## src/sv/stm_ram.sv

```systemverilog
// Generic single-write, single-read RAM with registered read data.
module stm_ram #(
  parameter int WIDTH = 16,
  parameter int DEPTH = 256
) (
  input  logic                     clk,
  input  logic                     we,
  input  logic [$clog2(DEPTH)-1:0] waddr,
  input  logic [WIDTH-1:0]         wdata,
  input  logic                     re,
  input  logic [$clog2(DEPTH)-1:0] raddr,
  output logic [WIDTH-1:0]         rdata
);

  logic [WIDTH-1:0] mem [DEPTH];

  // write port
  always_ff @(posedge clk) begin
    if (we) begin
      mem[waddr] <= wdata;
    end
  end

  // read port, old data on a same-address write
  always_ff @(posedge clk) begin
    if (re) begin
      rdata <= mem[raddr];
    end
  end

endmodule

```

## config.mk

```make
export PLATFORM = sky130hd
export DESIGN_NAME = stm_ram
export DESIGN_NICKNAME = d
export VERILOG_FILES = /design/src/sv/stm_ram.sv
export SDC_FILE = /design/constraint.sdc
export NUM_CORES = 2
export LEC_CHECK = 0
export BUFFER_PORTS_ARGS = -buffer_cell sky130_fd_sc_hd__buf_2
export CAP_MARGIN = 20
export CORE_ASPECT_RATIO = 1.25
export CORE_MARGIN = 2
export CORE_UTILIZATION = 30
export DETAILED_ROUTE_END_ITERATION = 6
export HOLD_SLACK_MARGIN = 0.05
export PLACE_DENSITY_LB_ADDON = 0.1
export SLEW_MARGIN = 20
export SYNTH_ARGS = -nofsm -noshare
export SYNTH_HDL_FRONTEND = slang
export SYNTH_SLANG_ARGS = --single-unit
```

## constraint.sdc

```tcl
create_clock -name clk -period 3.3 [get_ports clk]
set_input_delay 0.66 -clock clk [delete_from_list [all_inputs] [get_ports clk]]
set_output_delay 0.66 -clock clk [all_outputs]
set_load 0.05 [all_outputs]
```

After elaboration in Yosys (flattened, before gate mapping). Memories as Yosys holds them, arrays and structs flattened. A register that Yosys moved wholly into a read port is not among the register bits. Index checks and enable logic that the tools add are counted.

Register bits: 0. Latch bits: 0. Memory bits (writable): 4096. Output and inout bits: 16. Memories kept: 1. Logic and storage cells: 3. Bits in read-only memories: 0.

Memories: mem (depth 256, bits a word 16, rd ports 1, clocked after memory_dff 1, wr ports 1, line 15) `logic [WIDTH-1:0] mem [DEPTH];`.

$lt $le $gt $ge: 0. Equality and inequality tests: 0. Add/sub/neg operators: 0. Multiply operators: 0. Divide/modulo/power cells: 0. Reductions and logical operators: 0. Shift-type cells: 0. Bitwise logic cells: 0. Multiplexer cells: 2.

Operators with widths (count): 1-bit two-way mux (2).

Depth between registers and ports, before layout.
Depth after elaboration: 2. Gate-level depth with buffers: 12.

Least setup slack after synthesis. Ideal clock, no wire load.

Kind: input to register. Start point: input port raddr[0]. End point: register rdata[4] (read register of mem), data pin. Arrival: 2.644 ns. Cell stages on the path: 8. Path buffers: 3. Data required time: 3.035 ns. Path slack: 0.391 ns. Cell sequence: buf_6 > buf_6 > buf_2 > mux4_2 > mux4_2 > a22o_1 > o32ai_2 > nor4_2.

RTL lines: start: declaration (line 11) `input logic [$clog2(DEPTH)-1:0] raddr,`; end: declaration (line 12) `output logic [WIDTH-1:0] rdata`.

==> flow_summary_export.csv <==
group,metric,value,unit
floorplan,rows,298,
sta,relSlewSlack,0.246,
clock_tree,cts_tree,"done",
sta,tightest_slew,1.13,ns
floorplan,fp.dieH,818,um
clock_tree,cts_sinks,4112,
drt,dr.pass1.iters,7,
synth,synth_top_area_share,0.777,
sta,rsz0062_at_grt,"false",
clock_tree,h-tree-depth,5,
drt,drc,2,
synth,ys_async_sr_fraction,0,
placement,place.gp.congestion,0.809,
clock_tree,path_clk_slew,0.06,ns
global_route,grt_pass1_vias,83100,
sta,clock.fmax,298,MHz
synth,syn-num-nets,7395,
critical_path,crit_buf_inv,7,
critical_path,critPathTopFamily,"buffers and inverters",
critical_path,cpMaxStageDelayCell,"nand4_1",
sta,skew,0.0453,ns
clock_tree,clock_path_buffers,4,
critical_path,cp-start-kind,"input pin",
global_route,grt_pass1_wl,707000,um
critical_path,slowest_delay,0.54,ns
global_route,antenna_found_initial,46,
floorplan,die_area,535000,um^2
global_route,grt_usage,0.190,
critical_path,crit_required,4.09,ns
final_layout,multi_input_area,33300,um^2
placement,numPortBuffers,50,
synth,yosysTopAreaCell,"edfxtp_1",
drt,first_iter_violations,7097,
placement,place_area,177000,um^2
synth,yosys_warnings,0,
critical_path,critPathMaxFanout,20,
power,total_power,113,mW
drt,wl_per_cell,32.3,um
sta,setup_viol,1,
critical_path,worstSetupPathType,"input pin to register",
synth,ys.flop_type,"edfxtp_1",
critical_path,crit_path_end_kind,"register",
drt,routed_wl,516000,um
final_layout,area_delta_synth_final,20.3,%
synth,synth-edff-count,4112,
placement,dpl_worst_slack,-1.12,ns
synth,ys_ff_latch,4112,
sta,hold_viol,0,
final_layout,fin_nets,8547,
synth,seq_area_frac_synth,0.777,
synth,synth_cell_type_count,51,
clock_tree,root_buffer,"clkbuf_16",
sta,slew_violations,0,
global_route,gr-total-overflow,0,
status,outcome,"finished with violations",
final_layout,nFillCells,48700,
floorplan,chipWidth,655,um
power,max-vdd-ir-drop,0.000449,V
critical_path,crit_top_cell,"buf_4",
sta,setup_ws,-0.0522,ns
clock_tree,insertion_delay,1.04,ns
status,violations,"DRC, setup timing",
final_layout,stdcell_area,191000,um^2
drt,ant_nets,0,
clock_tree,cts_buffers,438,
sta,period_share,1.02,
critical_path,crit_chain,"buf_12, buf_4, buf_12, buf_12, buf_4, mux2i_1, o221ai_1, buf_4, o32ai_1, a21oi_1, buf_4, nand4_1, nor4_1",
synth,postSynthCellCount,7360,
drt,vias,79700,
critical_path,worstPathArrival,4.15,ns
synth,syn_avg_cell_area,21.6,um^2
synth,netlist_area,159000,um^2
global_route,grt_max_degree,98,
power,p_per_area,594,nW/um^2
power,leakage,61.1,nW
floorplan,core_area,527000,um^2
hold_path,hold_class,"input pin to register",
final_layout,regArea,123000,um^2
sta,fin_crit,3.35,ns
floorplan,start_util,0.301,
synth,synthTopCellsByArea,"edfxtp_1 78%, mux4_2 11%, mux2i_1 3.6%, o221ai_1 1.4%, nor2_1 0.72%",
placement,dp_hpwl,335000,um
drt,vias_per_cell,5.00,
floorplan,ios,51,
final_layout,drive_gt1_frac,0.324,
job,cap_violations,0,
power by group:
part / switching, mW / leakage, nW / internal, mW
Combinational: 4.18 / 17.2 / 2.52
Sequential: 0.0855 / 37.0 / 57.6
Clock: 21.0 / 6.89 / 28.1
Total: 25.2 / 61.1 / 88.2
layout by cell type (no fill, tap or decap), types with 43 or more instances in the layout:
master     netlist  routed
edfxtp_1      4112    4112
buf_4           26     916
mux4_2         797     797
mux2i_1        565     565
clkbuf_16        0     444
o221ai_1       252     252
buf_12           5     195
nor2_2           0     181
a21oi_1        175     174
o22ai_1        148     148
nor2_1         304     118
clkinv_1         0     108
clkbuf_1       230      93
mux2_2          88      88
clkinv_2         0      86
nor3_1          92      85
bufinv_16        0      44
a22oi_1         43      43
cells in the mapped netlist, types with 2 or more instances:
| cell | n |
|---|---|
| buf_1 | 27 |
| o32ai_1 | 20 |
| a22o_1 | 32 |
| a31oi_1 | 6 |
| nor4bb_1 | 2 |
| buf_2 | 76 |
| and4_1 | 2 |
| mux2_2 | 88 |
| mux4_2 | 797 |
| nand4_1 | 26 |
| a221oi_1 | 28 |
| nand3_1 | 35 |
| or2_2 | 4 |
| a21o_1 | 2 |
| nor4_1 | 17 |
| a22oi_1 | 43 |
| o221ai_1 | 252 |
| a211oi_1 | 18 |
| nor3_1 | 92 |
| buf_6 | 77 |
| inv_1 | 3 |
| mux2i_1 | 565 |
| or3_1 | 2 |
| o22ai_1 | 148 |
| a2111oi_0 | 6 |
| o21ai_0 | 37 |
| buf_8 | 11 |
| edfxtp_1 | 4112 |
| buf_12 | 5 |
| nor2b_1 | 9 |
| nor2_1 | 304 |
| nand4b_1 | 3 |
| and3_1 | 11 |
| clkbuf_1 | 230 |
| a21oi_1 | 175 |
| nand2b_1 | 3 |
| buf_4 | 26 |
| o31ai_1 | 16 |
| nand2_1 | 38 |
through the flow:
step / cells / TNS (ns) / hold slack, ns / util
after floorplan: 7360 / 0 / 0.759 / -
after global placement: 15100 / -13.14 / 1.07 / 0.335
after detailed placement: 15100 / -12.00 / 1.08 / 0.335
after CTS: 15900 / 0 / 0.0586 / 0.362
after global routing: 15900 / 0 / 0.103 / 0.362
final: 16000 / -0.0522 / 0.121 / 0.362
sequential cells by signal, summed over array words and instances, names as in the netlist:
| name | count |
|---|---|
| rdata | 16 |
| mem | 4096 |
layer usage:
layer  vias up  share of wire  global-route usage
li1      33700              -                   -
met1     43600           0.41               0.245
met2      1860           0.52               0.337
met3       543          0.044              0.0243
met4         8          0.027              0.0486
met5         -        0.00069                   0
cells by family after synthesis:
group                  share of synthesized area
AOI/OAI and AO/OA                         0.0353
muxes                                      0.155
buffers and inverters                     0.0169
DFF                                        0.777
and+or+nand+nor                           0.0157
worst register-to-register path, stage by stage, from the launching register on:
cell,delay (ns)
edfxtp_1,0.37
mux4_2,0.50
mux2_2,0.31
a22oi_1,0.32
nand2_1,0.15
buf_12,0.16
o32ai_1,0.75
buf_12,0.21
nor4_1,0.06
path summary, 6_finish.rpt:
path                            slack [ns]                   start                     to  cells past startpoint
worst max-delay path                 -0.05                raddr[0]    rdata[11]$_DFFE_PP_                     13
worst min-delay path                  0.12                wdata[5]  mem[184][5]$_DFFE_PP_                      1
worst max register to register        0.24    mem[3][15]$_DFFE_PP_    rdata[15]$_DFFE_PP_                      8
worst min register to register        1.31  mem[224][13]$_DFFE_PP_    rdata[13]$_DFFE_PP_                      7
final cells by class:
| class | count | area share |
|---|---|---|
| Inverter | 4 | 0.000144 |
| Tap cell | 7050 | 0.0462 |
| Clock inverter | 275 | 0.0139 |
| Multi-Input combinational cell | 2792 | 0.174 |
| Clock buffer | 537 | 0.0600 |
| Timing Repair Buffer | 1164 | 0.0589 |
| Sequential cell | 4112 | 0.646 |
| Antenna cell | 29 | 0.000380 |
timing repair:
item                                   CTS  global route
hold buffers                             3             0
gates resized for setup                  3             0
buffers inserted                         0             0
setup endpoints to repair                2             1
pin swaps                                1             1
endpoints found under the hold margin   65             0
(Power assumes the default switching activity.)
