[src/sv/stm_pkg.sv]
// Shared types, constants and register codes for the spectrum trace block.
package stm_pkg;

  localparam int BIN_COUNT_DEF = 256;
  localparam int BIN_W         = 8;
  localparam int SAMPLE_W      = 16;
  localparam int CFG_INDEX_W   = 2;
  localparam int CFG_DATA_W    = 16;

  localparam logic [15:0] DECAY_RESET   = 16'd65208;
  localparam logic [15:0] WEIGHT_RESET  = 16'd6554;
  localparam logic [15:0] CEILING_RESET = 16'd19661;

  typedef enum logic [CFG_INDEX_W-1:0] {
    REG_DECAY   = 2'd0,
    REG_WEIGHT  = 2'd1,
    REG_CEILING = 2'd2
  } cfg_reg_e;

  typedef struct packed {
    logic [15:0] decay_factor;
    logic [15:0] average_weight;
    logic [15:0] power_ceiling;
  } cfg_t;

  // bins held by the two pipeline stages ahead of the memory write
  typedef struct packed {
    logic             a_valid;
    logic [BIN_W-1:0] a_bin;
    logic             b_valid;
    logic [BIN_W-1:0] b_bin;
  } flight_t;

  typedef struct packed {
    logic                we;
    logic [SAMPLE_W-1:0] peak;
    logic [SAMPLE_W-1:0] avg;
  } wr_t;

  typedef struct packed {
    logic [BIN_W-1:0]    out_bin;
    logic [SAMPLE_W-1:0] live_power;
    logic [SAMPLE_W-1:0] peak_hold;
    logic [SAMPLE_W-1:0] smoothed_power;
  } out_word_t;

endpackage

[src/sv/stm_regs.sv]
// Configuration registers: decay factor, average weight and power ceiling.
module stm_regs (
  input  logic                               clk,
  input  logic                               rst,
  input  logic                               cfg_write,
  input  logic [stm_pkg::CFG_INDEX_W-1:0]    cfg_index,
  input  logic [stm_pkg::CFG_DATA_W-1:0]     cfg_data,
  output stm_pkg::cfg_t                      cfg
);

  // load the addressed register, ignore unused indexes
  always_ff @(posedge clk) begin
    if (rst) begin
      cfg.decay_factor   <= stm_pkg::DECAY_RESET;
      cfg.average_weight <= stm_pkg::WEIGHT_RESET;
      cfg.power_ceiling  <= stm_pkg::CEILING_RESET;
    end else if (cfg_write) begin
      case (cfg_index)
        stm_pkg::REG_DECAY:   cfg.decay_factor   <= cfg_data;
        stm_pkg::REG_WEIGHT:  cfg.average_weight <= cfg_data;
        stm_pkg::REG_CEILING: cfg.power_ceiling  <= cfg_data;
        default: ;
      endcase
    end
  end

endmodule

[config.mk]
export PLATFORM = sky130hd
export DESIGN_NAME = stm_regs
export DESIGN_NICKNAME = d
export VERILOG_FILES = /design/src/sv/stm_pkg.sv /design/src/sv/stm_regs.sv
export SDC_FILE = /design/constraint.sdc
export NUM_CORES = 1
export LEC_CHECK = 0
export BUFFER_PORTS_ARGS = -buffer_cell sky130_fd_sc_hd__buf_2
export CAP_MARGIN = 0
export CELL_PAD_IN_SITES_DETAIL_PLACEMENT = 2
export CELL_PAD_IN_SITES_GLOBAL_PLACEMENT = 2
export CORE_UTILIZATION = 31
export DETAILED_ROUTE_END_ITERATION = 12
export MAX_ROUTING_LAYER = met4
export PLACE_DENSITY = 0.89
export SLEW_MARGIN = 20
export SYNTH_ARGS = -nofsm -noshare
export SYNTH_HDL_FRONTEND = slang
export SYNTH_SLANG_ARGS = --single-unit
[constraint.sdc]
create_clock -name clk -period 1.4 [get_ports clk]
set_input_delay 0.35 -clock clk [delete_from_list [all_inputs] [get_ports clk]]
set_output_delay 0.35 -clock clk [all_outputs]
set_load 0.03 [all_outputs]
# After elaboration in Yosys (flattened, before gate mapping)

Index checks and enable logic that the tools add are counted.

Eq/ne operators: 2
Reduce and logical (&&, ||, !) cells: 4

Operators with widths:

| cell                                           | count |
|---|---|
| AND reduction 2 bit                            | 3 |
| == test 2 x 1 -> 1 bit (second input constant) | 1 |
| == test 2 bit (second input constant)          | 1 |
| zero test 2 bit                                | 1 |

Bits in registers: 48

# Longest topological paths before layout

Gate-level depths: netlist of the first run.

Depth in word-level cells: 2
Mapped depth: 4
Depth with buffers taken out: 2

# Least setup slack after synthesis of the first run

No wires, ideal clock.

Kind: input to register
Start point: input cfg_index[1] (netlist name)
End point: register cfg[39] (netlist name)
Setup time: 72 ps
Arrival time: 976 ps
Path slack: 353 ps
Stages on the path: 4
Path buffers: 2
Cells stage by stage: nor3b_2 -> buf_6 -> buf_12 -> mux2i_1

Longest elaborated chain between the ends: 2

Ends and longest elaborated chain:

| element                              | RTL line       | text |
|---|---|---|
| start: declaration                   | stm_regs.sv:6  | `input logic [stm_pkg::CFG_INDEX_W-1:0] cfg_index,` |
| zero test 2 bit                      | stm_regs.sv:18 | `case (cfg_index)` |
| AND reduction 2 bit (no source line) | n/a            |  |
| end: declaration                     | stm_regs.sv:8  | `output stm_pkg::cfg_t cfg` |

Every way passes these cells.
A chain may end at the register's enable or synchronous reset.

# Worst setup path after layout of the first run

Start point: register cfg[17] (netlist name)
End point: output cfg[17] (netlist name)

No word-level cell between the ends.

==> flow_summary.toml, run 1 <==
[outcome]
run_status = "completed"

[final_layout]
largest_reg_flops = 48
fill_cells = 677
area_growth_syn_to_layout_pct = 27.6
drive_gt1_share_pct = 31.5
final_common_cell = "buf_2"
largest_registers = "cfg: 48 flops"
fin_nets = 281
regMostFlops = "cfg"
layout_common_cells = "buf_2, mux2i_1, dfxtp_1"
antenna_cells = 0
fin_util_pct = 41.5

[critical_path]
crit_slowest_cell = "dfxtp_1"
cp-start-kind = "register"
worstPathRequired_ns = 1.05
slowest_delay_ns = 0.36
critPathCaptureType = "output port"
regToRegEndpoint = "cfg[19]"
reg2reg_slack_ns = 0.76
worstPathBufferInverterCount = 1
r2r-start = "cfg[19]"
critical-path-top-delay-family = "flip-flops"
r2r_cells = 2
crit_chain = "buf_2"
crit_type = "reg2out"
arrival_ns = 0.86
cp_max_fo = 2

[grt]
grt_pass1_vias = 1572
track_usage_pct = 15.8
grt_pass1_wl_um = 7550
gr-total-overflow = 0
grt_max_degree = 38
antenna_found_initial = 0

[floorplan]
die_h_um = 81.2
initial_core_util_pct = 32.5
io_pins = 69
core_area_mm2 = 0.00599
rows = 28
die_area_mm2 = 0.00660
die_x_um = 81.2

[drt]
num_vias = 1529
ant_nets = 0
avgRoutedWirePerCell_um = 14.3
drc = 0
drtIter0Drc = 23
dr.pass1.iters = 4
wl_um = 4800
viasPerCell = 4.56

[timing]
rsz0062_at_grt = "no"
fmax_ghz = 0.829
drv_slew = 0
worst_pin_slew_ns = 0.227
post-route-min-period_ns = 1.21
hold_viol_final = 0
finalSetupTns_ns = 0
hold_slack_ns = 0.327
period_share_pct = 86.2
slew_headroom_pct = 84.8
finClkSkew_ns = 0
setup_slack_ns = 0.193
finalSetupViolCount = 0

[placement]
place_ws_ns = 0.157
place_hpwl_um = 3610
gp_congestion = 0.684
port_buffers = 68

[yosys]
synth-xor-area-share_pct = 0
synth_compound_area_share_pct = 0
syn_area_mm2 = 0.00195
synth-simple-area-share_pct = 21.7
synth.area.top_cells = "dfxtp_1, mux2i_1, nand2b_1"
synth_top_family_by_area = "multiplexers"
synthCells = 191
syn_nets = 212
synthAdderAreaFrac_pct = 0
yosysTopAreaCell = "dfxtp_1"
synth_cell_types = 12
synth_warnings = 0
synth-seq-cells = 48
synth_top_area_share_pct = 49.4
synth_mux_area_share_pct = 24.7
yosysSeqAreaShare_pct = 49.4
postSynthAreaPerCell_um2 = 10.2

[run]
drv_cap = 0

[clocking]
cts_resized = 0
cts_sinks = 48
cts_root_buf = "clkbuf_8"
clk_pin_slew_ns = 0.08
htreeDepth = 2
clockBufferDepth = 2
post_cts_buffers = 0
cts_tree = "built"
clk_latency_ns = 0.28
numCtsBuffers = 5
cts_hold_buf = 0

[min_path]
hold_path_end = "cfg[26]"
min_path_type = "in2reg"
hold_start = "cfg_data[10]"
hold_path_depth = 3

[pwr]
power.density_mw_per_mm2 = 1040
p_leak_uw = 0.00110
vdd_drop_max_mv = 0.572
-- per-stage QoR --
step | std cells | total power [uW] | cell area [um^2]
5_1_grt | 335 | 2730 | 2480
3_5_place_dp | 328 | 1860 | 2410
6_report | 335 | 2590 | 2480
2_1_floorplan | 191 | 1720 | 1950
4_1_cts | 335 | 2650 | 2480
3_3_place_gp | 328 | 1840 | 2410
-- logic make-up (layout without fill, tap and decap cells) --
group | count (synthesis) | count (layout)
AND/OR/NAND/NOR | 82 | 82
multiplexers | 48 | 48
flip-flops | 48 | 48
buffers and inverters | 13 | 82
-- cell type report --
cell class                      instances  area (um^2)  share of cell area [%]
Clock buffer                            6         72.6                    2.92
Clock inverter                          1         5.00                   0.202
Sequential cell                        48          961                    38.7
Timing Repair Buffer                   75          443                    17.8
Multi-Input combinational cell        130          908                    36.6
Tap cell                               75         93.8                    3.78
-- cell usage after synthesis --
cell,count
and3b_1,2
nor3b_2,1
buf_2,6
dfxtp_1,48
buf_4,1
buf_6,1
nand3b_1,2
mux2i_1,48
nand2b_1,35
nor2_1,42
buf_12,1
clkbuf_1,4
-- per-layer routing --
layer / vias up / track usage [%] / share of wire, %
met5: - / - / 0
met4: 0 / 3.75 / 0.67
met3: 4 / 4.27 / 4.2
met2: 40 / 27.1 / 52
met1: 730 / 18.3 / 43
li1: 755 / - / -
-- worst max path at each step --
stage / from / end / slack [ns] / cells past startpoint
floorplan: cfg_index[1] / cfg[39] / 0.35 / 4
global placement: cfg_index[1] / cfg[40] / 0.24 / 4
detailed placement: cfg_index[1] / cfg[17] / 0.16 / 4
CTS: cfg[21] / cfg[21] / 0.16 / 1
global route: cfg[17] / cfg[17] / 0.13 / 1
finish: cfg[17] / cfg[17] / 0.19 / 1
-- report_power, final --
| part | internal [uW] | leakage [uW] | switching [uW] |
|---|---|---|---|
| logic | 148 | 0.000672 | 235 |
| registers | 1410 | 0.000391 | 23.9 |
| clock network | 341 | 0.0000410 | 430 |
Note: power is estimated with default switching activity, not from simulation.
==> run 2: changes to the inputs <==
--- a/config.mk
+++ b/config.mk
@@ -9,8 +9,10 @@
 export CAP_MARGIN = 0
 export CELL_PAD_IN_SITES_DETAIL_PLACEMENT = 2
 export CELL_PAD_IN_SITES_GLOBAL_PLACEMENT = 2
+export CORE_MARGIN = 2
 export CORE_UTILIZATION = 31
 export DETAILED_ROUTE_END_ITERATION = 12
+export GPL_ROUTABILITY_DRIVEN = 0
 export MAX_ROUTING_LAYER = met4
 export PLACE_DENSITY = 0.89
 export SLEW_MARGIN = 20
==> run 2 against run 1 <==
Net effect: first-iteration DRC count rose by 140%; fmax down 0.47%; highest routed layer unchanged; register-to-register slack hardly changed; sequential power hardly changed; critical endpoint is now cfg[15]; combinational power about the same; clock skew stayed put; core utilization is 0.13 points lower; sequential share of layout area increased by 0.12 points.
==> flow_summary.toml, run 2 (synthesis results as in run 1) <==
[placement]
port_buffers = 68
place_ws_ns = 0.144
place_hpwl_um = 3590

[clocking]
cts_root_buf = "clkbuf_8"
cts_resized = 0
cts_hold_buf = 0
clk_latency_ns = 0.29
htreeDepth = 2
cts_tree = "built"
clockBufferDepth = 2
numCtsBuffers = 5
post_cts_buffers = 0
clk_pin_slew_ns = 0.09
cts_sinks = 48

[final_layout]
fill_cells = 679
regArea_um2 = 961
fin_util_pct = 41.3
fin_nets = 280
multi_input_area_um2 = 908
final_common_cell = "buf_2"
layout_common_cells = "buf_2, mux2i_1, dfxtp_1"
area_growth_syn_to_layout_pct = 27.2
largest_reg_flops = 48
largest_registers = "cfg: 48 flops"
regMostFlops = "cfg"
drive_gt1_share_pct = 31.3
antenna_cells = 0

[timing]
finClkSkew_ns = 0
fmax_ghz = 0.825
worst_pin_slew_ns = 0.439
finalSetupTns_ns = 0
hold_viol_final = 0
period_share_pct = 86.6
setup_slack_ns = 0.188
finalSetupViolCount = 0
drv_slew = 0
rsz0062_at_grt = "no"
hold_slack_ns = 0.326
post-route-min-period_ns = 1.21
slew_headroom_pct = 70.6

[drt]
dr.pass1.iters = 4
viasPerCell = 4.61
avgRoutedWirePerCell_um = 14.8
ant_nets = 0
wl_um = 4930
drtIter0Drc = 56
num_vias = 1539
drc = 0

[outcome]
run_status = "completed"

[floorplan]
die_area_mm2 = 0.00693
die_h_um = 83.2
core_area_mm2 = 0.00599
die_x_um = 83.2
rows = 28
initial_core_util_pct = 32.5
io_pins = 69

[pwr]
p_comb_share_pct = 14.6
internal-power_uw = 1900
power.density_mw_per_mm2 = 1050
totalPowerFinal_uw = 2600
clkPwrFrac_pct = 30.0
swShare_pct = 26.8
vdd_drop_max_mv = 0.492
p_leak_uw = 0.00110
p_switching_uw = 698
power_frac_seq_pct = 55.3

[grt]
grt_pass1_wl_um = 7970
use_met2_pct = 25.9
grt_pass1_vias = 1629
met3_usage_pct = 3.28
track_usage_pct = 14.7
met1_usage_pct = 17.0
grt_busiest_layer = "met2"
gr-total-overflow = 0
antenna_found_initial = 0
grt_max_degree = 43

[critical_path]
critical-path-top-delay-family = "flip-flops"
worstPathBufferInverterCount = 1
cp-start-kind = "register"
crit_slowest_cell = "dfxtp_1"
crit_type = "reg2out"
cp_max_fo = 2
worstPathRequired_ns = 1.05
slowest_delay_ns = 0.36
crit_chain = "buf_2"
critPathCaptureType = "output port"
arrival_ns = 0.86

[min_path]
min_path_type = "in2reg"

[run]
drv_cap = 0
-- run 2: changes by cell type in the layout (fill, tap and decap cells not counted), sizes merged --
cell	delta
buf	-1
-- run 2: worst paths after layout --
check               start       to  slack, ns  depth (start not counted)
max               cfg[15]  cfg[15]       0.19                          1
min          cfg_data[10]  cfg[26]       0.33                          3
max reg2reg       cfg[19]  cfg[19]       0.76                          2
min reg2reg       cfg[30]  cfg[30]       0.48                          2
-- run 2: stage by stage --
step / area (um^2) / instances
CTS: 2480 / 334
global placement: 2400 / 327
global route: 2480 / 334
floorplan: 1950 / 191
finish: 2480 / 334
detailed placement: 2400 / 327
-- run 2: layout make-up --
cell class | count | share of cell area, %
repair buffers | 74 | 17.6
well taps | 75 | 3.79
flip-flops and latches | 48 | 38.8
clock inverters | 1 | 0.202
multi-input cells | 130 | 36.7
clock buffers | 6 | 2.93
-- run 2: worst register-to-register path: cells and delay by family (launching register included) --
kind | cells | cell delay [ns]
DFF | 1 | 0.32
muxes | 1 | 0.08
and+or+nand+nor | 1 | 0.12
-- run 2: power by group through the flow --
stage	Sequential (uW)	Combinational, uW	Clock, uW
after floorplan	1570	152	0
after global placement	1470	375	0
after detailed placement	1470	385	0
after CTS	1440	387	828
after global routing	1450	410	858
final	1440	381	780
-- run 2: metal layers --
| layer | vias up | share of wire, % |
|---|---|---|
| li1 | 754 | - |
| met1 | 740 | 44 |
| met2 | 41 | 51 |
| met3 | 4 | 4.3 |
| met4 | 0 | 0.87 |
| met5 | - | 0 |
